### src/rtl/position_verlet_vector_step_macros.svh
// assertion macros for the position verlet vector step block
`ifndef POSITION_VERLET_VECTOR_STEP_MACROS_SVH
`define POSITION_VERLET_VECTOR_STEP_MACROS_SVH

// same-cycle implication, checked at every rising edge out of reset
`define PVS_ASSERT_NOW(lbl, clk, rst_n, ante, cons) \
    lbl: assert property (@(posedge clk) disable iff (!rst_n) (ante) |-> (cons)) \
        else $error("pvs check failed: same-cycle implication");

// next-cycle implication, checked at every rising edge out of reset
`define PVS_ASSERT_NEXT(lbl, clk, rst_n, ante, cons) \
    lbl: assert property (@(posedge clk) disable iff (!rst_n) (ante) |=> (cons)) \
        else $error("pvs check failed: next-cycle implication");

`endif

### src/rtl/pvs_ram.sv
// generic single-write, single-read synchronous ram with registered read data
`default_nettype none

module pvs_ram #(
    parameter int DEPTH = 64,
    parameter int WIDTH = 48
) (
    input  wire logic                     i_clk,
    input  wire logic                     i_we,
    input  wire logic [$clog2(DEPTH)-1:0] i_waddr,
    input  wire logic [WIDTH-1:0]         i_wdata,
    input  wire logic                     i_re,
    input  wire logic [$clog2(DEPTH)-1:0] i_raddr,
    output logic      [WIDTH-1:0]         o_rdata
);

    logic [WIDTH-1:0] r_mem [DEPTH];

    // write port
    always_ff @(posedge i_clk) begin
        if (i_we) begin
            r_mem[i_waddr] <= i_wdata;
        end
    end

    // read port, read data registered while read enable is high
    always_ff @(posedge i_clk) begin
        if (i_re) begin
            o_rdata <= r_mem[i_raddr];
        end
    end

endmodule

`default_nettype wire

### config.mk
export PLATFORM = sky130hd
export DESIGN_NAME = pvs_ram
export DESIGN_NICKNAME = d
export VERILOG_FILES = /design/src/rtl/position_verlet_vector_step_macros.svh /design/src/rtl/pvs_ram.sv
export SDC_FILE = /design/constraint.sdc
export NUM_CORES = 2
export LEC_CHECK = 0
export BUFFER_PORTS_ARGS = -buffer_cell sky130_fd_sc_hd__clkbuf_2
export CAP_MARGIN = 20
export CELL_PAD_IN_SITES_DETAIL_PLACEMENT = 2
export CELL_PAD_IN_SITES_GLOBAL_PLACEMENT = 2
export CORE_MARGIN = 3
export CORE_UTILIZATION = 34
export CTS_BUF_LIST = sky130_fd_sc_hd__clkbuf_8
export DETAILED_ROUTE_END_ITERATION = 10
export MAX_ROUTING_LAYER = met4
export PLACE_DENSITY = 0.6
export SLEW_MARGIN = 20
export SYNTH_ARGS = -nofsm -noshare
export SYNTH_HDL_FRONTEND = slang
export SYNTH_SLANG_ARGS = --single-unit
### constraint.sdc
create_clock -name i_clk -period 4.7 [get_ports i_clk]
set_input_delay 0.47 -clock i_clk [delete_from_list [all_inputs] [get_ports i_clk]]
set_output_delay 0.47 -clock i_clk [all_outputs]
set_load 0.02 [all_outputs]
==> metrics.md <==
| Metric | Value |
|---|---|
| Max_cap viols | `0` |
| Initial antenna violation count | `34` |
| Final RePlAce weighted congestion | `0.783` |
| Core footprint | `0.344 sq mm` |
| Crit path launch type | `input port` |
| FFs w/ async S/R, synth | `0%` |
| Critical path data arrival time | `3.43 ns` |
| Max IR drop VDD | `0.273 mV` |
| Synthesized flop and latch total | `3120` |
| Clock latency on the worst-skew pair | `1.17 ns` |
| Pleak | `42.2 nW` |
| Hold Path End | `r_mem[48][31]` |
| Crit-path max FO | `22` |
| Post-Synth XOR/XNOR Area | `0%` |
| Die Width | `594 um` |
| DRT iter0 DRCs | `6784` |
| Fin crit share | `55.7%` |
| Root Driver | `clkbuf_8` |
| Cells along the critical path | `dlygate4sd3_1, buf_4, nor2b_4, nand2b_1, o22ai_1, a31o_2, a211oi_1` |
| Final setup fails | `0` |
| WL per Instance | `35.6 um` |
| Top sig layer | `met4` |
| Synthesized area per cell | `23.7 sq um` |
| Area contributors post-synth | `edfxtp_1 80%, mux4_2 14%, o22ai_1 0.65%, a221oi_1 0.62%, mux2i_1 0.54%` |
| GR Overflow Total | `0` |
| Vias in the first global route | `64100` |
| Clk slew on worst S/H paths | `0.06 ns` |
| Max-slew violations | `0` |
| CTS Buf Count | `529` |
| Synth Instances | `4970` |
| FMAX | `0.382 GHz` |
| Worst slew pin tran | `1.14 ns` |
| Sequential fraction of the synthesis area | `79.7%` |
| WL final | `376000 um` |
| Total track usage | `21.7%` |
| Worst Setup Path Type | `input port to register` |
| Yosys top cell area share | `79.7%` |
| Crit. End Element | `register` |
| Placed instance area | `0.125 sq mm` |
| Post-Synth Adder-Cell Area | `0%` |
| Die Ht | `594 um` |
| Hold depth | `3` |
| Starting Density | `34.2%` |
| Hold Fails Final Rpt | `0` |
| DRT antenna net count | `0` |
| Die area | `0.353 sq mm` |
| Final hold slack | `0.124 ns` |
| Number of enable flip-flop cells after synthesis | `3120` |
| Mux cell area share after synthesis | `15.1%` |
| Row count | `215` |
| Layout Nets | `5679` |
| Post-synth top flop | `edfxtp_1` |
| Post-cts resize count | `0` |
| Worst R2R Setup Slack | `2.23 ns` |
| Met1 WL | `155000 um` |
| CTS Hold Bufs | `25` |
| Layout cells sized above 1 | `30.4%` |
| Synth-to-Final Area Change | `15.1%` |
| Setup Buffers After CTS | `0` |
| Crit path time final | `2.62 ns` |
| PortBufs | `110` |
| Simple-Gate Fraction of Synth Area | `0.953%` |
| First-pass GRT wire length | `524000 um` |
| R2R Path End | `o_rdata[9]` |
| # DRC | `0` |
| Multi-input logic area | `0.0230 sq mm` |
| Met3 routed WL | `22700 um` |
| Fin util | `39.4%` |
| Largest family of logic cells by synthesized area | `multiplexers` |
| Hold Crit Start | `i_waddr[1]` |
| Post-Syn Area | `0.118 sq mm` |
| Cell variety after synth | `35` |
| Hold Path Class | `input port to register` |
| Synth Area in Compound Gates | `3.01%` |
| TritonCTS Sinks | `3120` |
| Max stage delay on crit path | `0.89 ns` |
| Relative slew slack | `23.6%` |
| TritonCTS clock tree | `yes` |
| PwrDens | `416 mW/mm^2` |
| Detail Placement HPWL | `210000 um` |
| Path depth of the worst reg2reg path | `5` |
| Clock Path Buffers | `4` |
| Yosys warnings | `0` |
| CTS HTree Levels | `6` |
| TritonRoute pass-1 iters | `5` |
| Outcome | `completed` |
| Filler Cell Count | `32000` |
| Yosys top cell by area | `edfxtp_1` |
| Register area | `0.0937 sq mm` |
| CP max stage cell | `nor2b_4` |
| Req. time, crit path | `5.52 ns` |
| I/O pins | `111` |
| Reg-to-reg startpoint | `r_mem[59][9]` |
| Cell area after layout | `0.135 sq mm` |
| RSZ-0062 raised after global routing | `false` |
| Via Count | `59100` |
| Met2 routed WL | `188000 um` |
| Most common cell after layout, fill and taps aside | `edfxtp_1` |
| Clock Skews | `0.0443 ns` |
| Syn Nets | `5033` |
| Total negative setup slack | `0 ns` |
| Commonest non-fill, non-tap cells in the layout | `3120 x edfxtp_1, 754 x mux4_2, 533 x clkbuf_8, 203 x buf_4, 172 x inv_1` |
| Largest net degree at the start of global routing | `119` |
| Vias per cell | `5.60` |
[cell type report]
cell class              count  area share, %
flip-flops and latches   3120           69.2
multi-input cells        1568           17.0
clock buffers             533           5.42
well taps                4557           4.21
repair buffers            397           2.74
clock inverters           356           1.44
diodes                     11         0.0203
[worst max-delay path: cells and delay by family]
kind	cells	cell delay [ns]
compound gates	3	0.71
simple gates	2	1.26
buf+inv	2	0.96
[kinds of logic after synthesis]
logic type	Yosys count
flops	3120
simple gates	253
compound gates	486
mux	829
buf+inv	282
[per-stage QoR]
stage | power, mW | std cells | setup slack (ns)
6_report | 56.3 | 10500 | 2.08
5_1_grt | 58.2 | 10500 | 2.08
4_1_cts | 56.9 | 10500 | 2.05
3_5_place_dp | 34.5 | 9590 | 0.990
3_3_place_gp | 34.4 | 9590 | 0.996
2_1_floorplan | 33.0 | 4970 | 0.884
[flip-flops by register name, indices dropped and copies added, names as in the netlist]
| name | flops |
|---|---|
| o_rdata | 48 |
| r_mem | 3072 |
[worst max-delay path by stage]
stage	endpoint	startpoint	slack, ns
5_1_grt	o_rdata[12]	i_raddr[1]	2.08
4_1_cts	o_rdata[0]	o_rdata[0]	2.05
6_report	o_rdata[20]	i_raddr[4]	2.08
3_3_place_gp	o_rdata[28]	i_raddr[1]	1.0
3_5_place_dp	o_rdata[28]	i_raddr[1]	0.99
2_1_floorplan	r_mem[39][0]	i_waddr[5]	0.88
[where the power goes]
group | internal [mW] | switching [mW] | leakage [nW]
sequential | 30.9 | 0.134 | 28.1
combinational | 1.03 | 1.87 | 8.75
clock | 11.0 | 11.4 | 5.34
[Yosys cell counts, types with 12 or more instances]
cell type	instances
a211oi_1	32
a21oi_1	74
a221oi_1	83
a22o_1	57
a22oi_1	72
buf_1	12
buf_2	98
buf_4	62
clkbuf_1	98
edfxtp_1	3120
mux2_2	12
mux2i_1	63
mux4_2	754
nand2_1	55
nor2_1	132
nor2b_1	24
o221ai_1	28
o22ai_1	122
[layer usage]
| layer | vias to the layer above | GRT usage (%) |
|---|---|---|
| met1 | 33000 | 28.3 |
| met4 | 0 | 6.35 |
| met2 | 2461 | 35.2 |
| li1 | 22900 | - |
| met5 | - | - |
| met3 | 617 | 3.17 |
Power figures use the tool's default switching activity.
