`src/rtl/position_verlet_vector_step_macros.svh`:
```
// assertion macros for the position verlet vector step block
`ifndef POSITION_VERLET_VECTOR_STEP_MACROS_SVH
`define POSITION_VERLET_VECTOR_STEP_MACROS_SVH

// same-cycle implication, checked at every rising edge out of reset
`define PVS_ASSERT_NOW(lbl, clk, rst_n, ante, cons) \
    lbl: assert property (@(posedge clk) disable iff (!rst_n) (ante) |-> (cons)) \
        else $error("pvs check failed: same-cycle implication");

// next-cycle implication, checked at every rising edge out of reset
`define PVS_ASSERT_NEXT(lbl, clk, rst_n, ante, cons) \
    lbl: assert property (@(posedge clk) disable iff (!rst_n) (ante) |=> (cons)) \
        else $error("pvs check failed: next-cycle implication");

`endif

```
`src/rtl/pvs_pkg.sv`:
```
// shared types and constants of the position verlet vector step block
`default_nettype none

package pvs_pkg;

    // vector and value geometry
    localparam int MAX_ELEMENTS = 64;
    localparam int ADDR_W       = $clog2(MAX_ELEMENTS);
    localparam int INDEX_W      = 6;
    localparam int STAGE_W      = 2;
    localparam int VALUE_W      = 48;
    localparam int STEP_W       = 32;

    // product scaling: full step drops 16 fraction bits, half step 17
    localparam int SHIFT_FULL = 16;
    localparam int SHIFT_HALF = 17;

    // stage codes
    localparam logic [STAGE_W-1:0] STAGE_HALF = STAGE_W'(1);
    localparam logic [STAGE_W-1:0] STAGE_FULL = STAGE_W'(2);

    // time step after reset is 1.0 in Q16.16
    localparam logic [STEP_W-1:0] TIME_STEP_RESET = STEP_W'(65536);

    // saturation limits
    localparam logic [VALUE_W-1:0] VALUE_MAX = {1'b0, {(VALUE_W-1){1'b1}}};
    localparam logic [VALUE_W-1:0] VALUE_MIN = {1'b1, {(VALUE_W-1){1'b0}}};

    typedef logic signed [VALUE_W-1:0] t_value;

    // request to and response from the multiply unit
    typedef struct packed {
        logic start;
        logic half;
    } t_mul_req;

    typedef struct packed {
        logic done;
        logic ov;
    } t_mul_rsp;

endpackage

`default_nettype wire

```
`src/rtl/pvs_mulsat.sv`:
```
// multi-cycle value times time step, truncated toward zero and saturated
`default_nettype none

module pvs_mulsat (
    input  wire logic                       i_clk,
    input  wire logic                       i_rst_n,
    input  wire pvs_pkg::t_mul_req          i_req,
    input  wire pvs_pkg::t_value            i_operand,
    input  wire logic [pvs_pkg::STEP_W-1:0] i_step,
    output pvs_pkg::t_mul_rsp               o_rsp,
    output pvs_pkg::t_value                 o_product
);

    localparam int LO_W   = pvs_pkg::VALUE_W / 2;
    localparam int HI_W   = pvs_pkg::VALUE_W - LO_W;
    localparam int PP_W   = HI_W + pvs_pkg::STEP_W;
    localparam int PROD_W = pvs_pkg::VALUE_W + pvs_pkg::STEP_W;

    typedef enum logic [2:0] {
        M_IDLE,
        M_LO,
        M_HI,
        M_SUM,
        M_SAT
    } t_mstate;

    t_mstate                      r_mstate;
    logic                         r_neg;
    logic                         r_half;
    logic [pvs_pkg::VALUE_W-1:0]  r_mag;
    logic [PP_W-1:0]              r_plo;
    logic [PP_W-1:0]              r_phi;
    logic [PROD_W-1:0]            r_sum;
    logic                         r_done;
    logic                         r_ov;
    pvs_pkg::t_value              r_product;

    logic [pvs_pkg::VALUE_W-1:0]  w_abs;
    logic [HI_W-1:0]              w_mul_a;
    logic [PP_W-1:0]              w_mul_p;
    logic [PROD_W-1:0]            w_q;
    logic [PROD_W-1:0]            w_lim;
    logic                         w_sat;
    logic [pvs_pkg::VALUE_W-1:0]  w_qv;
    logic [pvs_pkg::VALUE_W-1:0]  w_res;

    // magnitude of the incoming operand
    assign w_abs = i_operand[pvs_pkg::VALUE_W-1]
                 ? (~pvs_pkg::VALUE_W'(i_operand)) + pvs_pkg::VALUE_W'(1)
                 : pvs_pkg::VALUE_W'(i_operand);

    // one shared partial-product multiplier: low half, then high half
    assign w_mul_a = (r_mstate == M_LO) ? HI_W'(r_mag[LO_W-1:0])
                                         : r_mag[pvs_pkg::VALUE_W-1:LO_W];
    assign w_mul_p = PP_W'(w_mul_a) * PP_W'(i_step);

    // scale, compare against the signed limit, restore the sign
    assign w_q   = r_half ? (r_sum >> pvs_pkg::SHIFT_HALF)
                          : (r_sum >> pvs_pkg::SHIFT_FULL);
    assign w_lim = PROD_W'(pvs_pkg::VALUE_MAX) + PROD_W'(r_neg);
    assign w_sat = (w_q > w_lim);
    assign w_qv  = w_q[pvs_pkg::VALUE_W-1:0];

    always_comb begin
        if (w_sat) begin
            w_res = r_neg ? pvs_pkg::VALUE_MIN : pvs_pkg::VALUE_MAX;
        end else if (r_neg) begin
            w_res = (~w_qv) + pvs_pkg::VALUE_W'(1);
        end else begin
            w_res = w_qv;
        end
    end

    // sequencer and datapath registers
    always_ff @(posedge i_clk) begin
        if (!i_rst_n) begin
            r_mstate <= M_IDLE;
            r_done   <= 1'b0;
        end else begin
            r_done <= 1'b0;
            unique case (r_mstate)
                M_IDLE: begin
                    if (i_req.start) begin
                        r_mag    <= w_abs;
                        r_neg    <= i_operand[pvs_pkg::VALUE_W-1];
                        r_half   <= i_req.half;
                        r_mstate <= M_LO;
                    end
                end
                M_LO: begin
                    r_plo    <= w_mul_p;
                    r_mstate <= M_HI;
                end
                M_HI: begin
                    r_phi    <= w_mul_p;
                    r_mstate <= M_SUM;
                end
                M_SUM: begin
                    r_sum    <= {r_phi, {LO_W{1'b0}}} + PROD_W'(r_plo);
                    r_mstate <= M_SAT;
                end
                M_SAT: begin
                    r_product <= pvs_pkg::t_value'(w_res);
                    r_ov      <= w_sat;
                    r_done    <= 1'b1;
                    r_mstate  <= M_IDLE;
                end
                default: begin
                    r_mstate <= M_IDLE;
                end
            endcase
        end
    end

    assign o_rsp.done = r_done;
    assign o_rsp.ov   = r_ov;
    assign o_product  = r_product;

endmodule

`default_nettype wire

```
`config.mk`:
```
export PLATFORM = sky130hd
export DESIGN_NAME = pvs_mulsat
export DESIGN_NICKNAME = d
export VERILOG_FILES = /design/src/rtl/position_verlet_vector_step_macros.svh /design/src/rtl/pvs_pkg.sv /design/src/rtl/pvs_mulsat.sv
export SDC_FILE = /design/constraint.sdc
export NUM_CORES = 2
export LEC_CHECK = 0
export ABC_AREA = 1
export ABC_CLOCK_PERIOD_IN_PS = 9240
export BUFFER_PORTS_ARGS = -buffer_cell sky130_fd_sc_hd__buf_2
export CAP_MARGIN = 10
export CORE_MARGIN = 2
export CORE_UTILIZATION = 50
export CTS_BUF_LIST = sky130_fd_sc_hd__clkbuf_8
export DETAILED_ROUTE_END_ITERATION = 8
export MAX_ROUTING_LAYER = met4
export PLACE_DENSITY = 0.65
export REMOVE_ABC_BUFFERS = 1
export SLEW_MARGIN = 15
export SYNTH_ARGS = -nofsm -noshare
export SYNTH_HDL_FRONTEND = slang
export SYNTH_SLANG_ARGS = --single-unit
export TNS_END_PERCENT = 1
```
`constraint.sdc`:
```
create_clock -name i_clk -period 9.24 [get_ports i_clk]
set_clock_uncertainty 0.05 [all_clocks]
set_input_delay 0.924 -clock i_clk [delete_from_list [all_inputs] [get_ports i_clk]]
set_output_delay 0.924 -clock i_clk [all_outputs]
set_load 0.05 [all_outputs]
```
==> run_results.csv <==
group,metric,value,unit
timing,maxSlewViolCount,0,
job,drv_cap,0,
timing,fin_tns_setup,0,ns
global_route,grt_pass1_vias,35513,
timing,fin_crit,8.55,ns
setup_path,cp-end-kind,"flop",
floorplan,io_pins,134,
floorplan,core,82200,µm²
yosys,seq_area_frac_synth,18.9,%
yosys,synthCells,5223,
clocking,worst_skew_pair.late_latency,0.66,ns
yosys,synth_top_area_cell,"fa_1",
setup_path,max_stage_delay,0.73,ns
finish,nNetsFinal,6326,
global_route,grt_pass1_wl,204,mm
clocking,root_buffer,"clkbuf_8",
global_route,grt_max_degree,65,
routing,dr.pass1.iters,5,
clocking,htree_levels,2,
routing,drt-vias-per-instance,5.37,
routing,wl,132,mm
yosys,netlist_area,41700,µm²
min_path,hold_class,"reg -> reg",
timing,rsz0062_at_grt,"no",
setup_path,critPathRequiredTime,9.54,ns
clocking,cts_setup_buffers,0,
finish,drive_above_1_share,7.21,%
floorplan,die_area,85600,µm²
yosys,synth_ff_type,"edfxtp_1",
finish,num-fill-cells,7987,
setup_path,arrival,8.85,ns
clocking,ctsResizeCount,0,
global_route,grt_usage,32.5,%
clocking,cts_made_buffers,47,
setup_path,path_common_cell,"inv_1",
setup_path,worstSetupPathType,"reg -> reg",
clocking,clock_path_buffers,3,
placed_design,port_buffers,133,
timing,fin_crit_sh,92.6,%
global_route,grt_overflow,0,
clocking,cts_hold_buf,0,
clocking,tritoncts,"yes",
global_route,antenna_found_initial,1,
run_status,status,"finished, final reports clean",
timing,fmax,117,MHz
setup_path,cpMaxStageDelayCell,"inv_1",
timing,tightestPinTransition,1.03,ns
timing,relSlewSlack,30.6,%
floorplan,die_w,293,µm
routing,first_iter_violations,2788,
yosys,synth_enable_flop_cells,259,
routing,ant_nets,0,
yosys,ys_warn_count,0,
placed_design,dp_hpwl,111,mm
yosys,synthTopCellsByArea,"fa_1, edfxtp_1, nand2_1",
routing,wire_per_inst,20.6,µm
yosys,avgSynthCellArea,7.98,µm²
clocking,clk_pin_slew_worst_paths,0.06,ns
timing,setup_viol_count_final,0,
routing,vias,34494,
yosys,ys_ff_latch,263,
floorplan,fp-row-count,105,
setup_path,crit_fanout,22,
floorplan,start_util,50.7,%
yosys,synth_most_common_cell,"nand2_1",
placed_design,gp_congestion,1.02,
floorplan,die_h,293,µm
routing,remaining_drc_errors,0,
timing,hold_viol,0,
yosys,netlist_top_cells_count,"nand2_1, inv_1, nor2_1, fa_1, ha_1",
yosys,synth_top_area_share,31.7,%
setup_path,path_buf_inv,11,
setup_path,critPathTopFamily,"adder cells",
yosys,yosysUniqueCellTypes,49,
clocking,cts.sinks,263,
yosys,synthArstFlopShare,0,%
setup_path,start_kind,"flop",
finish,areaGrowthSynthToFinish,6.79,%
-- cell usage in the layout (no fill, tap or decap), types with 7 or more instances in the layout --
master / instances
a21o_1: 13
a21oi_1: 156
buf_2: 133
buf_4: 74
clkbuf_8: 47
clkinv_1: 22
edfxtp_1: 259
fa_1: 659
ha_1: 264
inv_1: 1109
nand2_1: 1186
nand2_2: 33
nand3_1: 142
nand4_1: 43
nor2_1: 720
nor2_2: 11
nor3_1: 58
nor4_1: 15
o21ai_0: 124
o21ai_1: 16
o21ai_2: 18
o21bai_1: 7
or2_2: 30
xnor2_1: 29
xor2_1: 114
-- area by class of cell --
type                       instances  area [µm²]  area share, %
multi-input combinational       3682       28900           65.0
sequential                       263        7860           17.7
inverter                        1118        4200           9.45
tap                             1070        1340           3.01
timing repair buffer             207        1220           2.75
clock buffer                      47         647           1.45
clock inverter                    39         303          0.681
antenna                            1        2.50        0.00563
-- cell families (layout without fill, tap and decap cells) --
family | count (synthesis) | after routing | share of synthesized area [%]
AND/OR/NAND/NOR | 2261 | 2261 | 22.0
buffers and inverters | 1278 | 1411 | 11.9
adder cells (fa/ha/maj) | 923 | 923 | 39.6
AO/OA/AOI/OAI | 353 | 353 | 4.57
flip-flops | 263 | 263 | 18.9
XOR/XNOR | 143 | 143 | 3.01
multiplexers | 2 | 2 | 0.0481
other | 0 | 1 | 0
-- state kept, by name, summed over array words and instances (netlist names), 3 cells and up --
name,flops
r_phi,56
r_sum,64
r_mag,48
o_product,48
r_mstate,3
r_plo,40
-- worst paths after layout --
| kind | from | endpoint | slack (ns) | cells past startpoint |
|---|---|---|---|---|
| min reg2reg | r_plo[23]$_DFFE_PP_ | r_sum[23]$_DFFE_PP_ | 0.37 | 0 |
| max | r_mstate[0]$_SDFFE_PN0P_ | r_phi[48]$_DFFE_PP_ | 0.69 | 30 |
| min | r_plo[23]$_DFFE_PP_ | r_sum[23]$_DFFE_PP_ | 0.37 | 0 |
| max reg2reg | r_mstate[0]$_SDFFE_PN0P_ | r_phi[48]$_DFFE_PP_ | 0.69 | 30 |
-- per-layer routing --
layer,up-vias,wire [µm],track usage (%)
met5,-,0,-
met4,0,7190,14.4
met3,310,10200,4.93
met2,1423,62600,53.4
met1,16836,52200,40.0
li1,15925,-,-
-- stage by stage --
stage | setup slack (ns) | hold WS, ns | area [µm²] | util (%) | instances
after floorplan | 0.952 | 0.350 | 40900 | - | 5063
after global placement | 0.675 | 0.354 | 43500 | 52.9 | 6340
after detailed placement | 0.712 | 0.355 | 43500 | 52.9 | 6340
after CTS | 0.689 | 0.370 | 44500 | 54.1 | 6426
after global routing | 0.196 | 0.376 | 44500 | 54.1 | 6427
final | 0.686 | 0.369 | 44500 | 54.1 | 6427
Power is left out: the tool's default activity adds up to more than one toggle a clock period on the data nets, which glitch-free logic cannot reach.
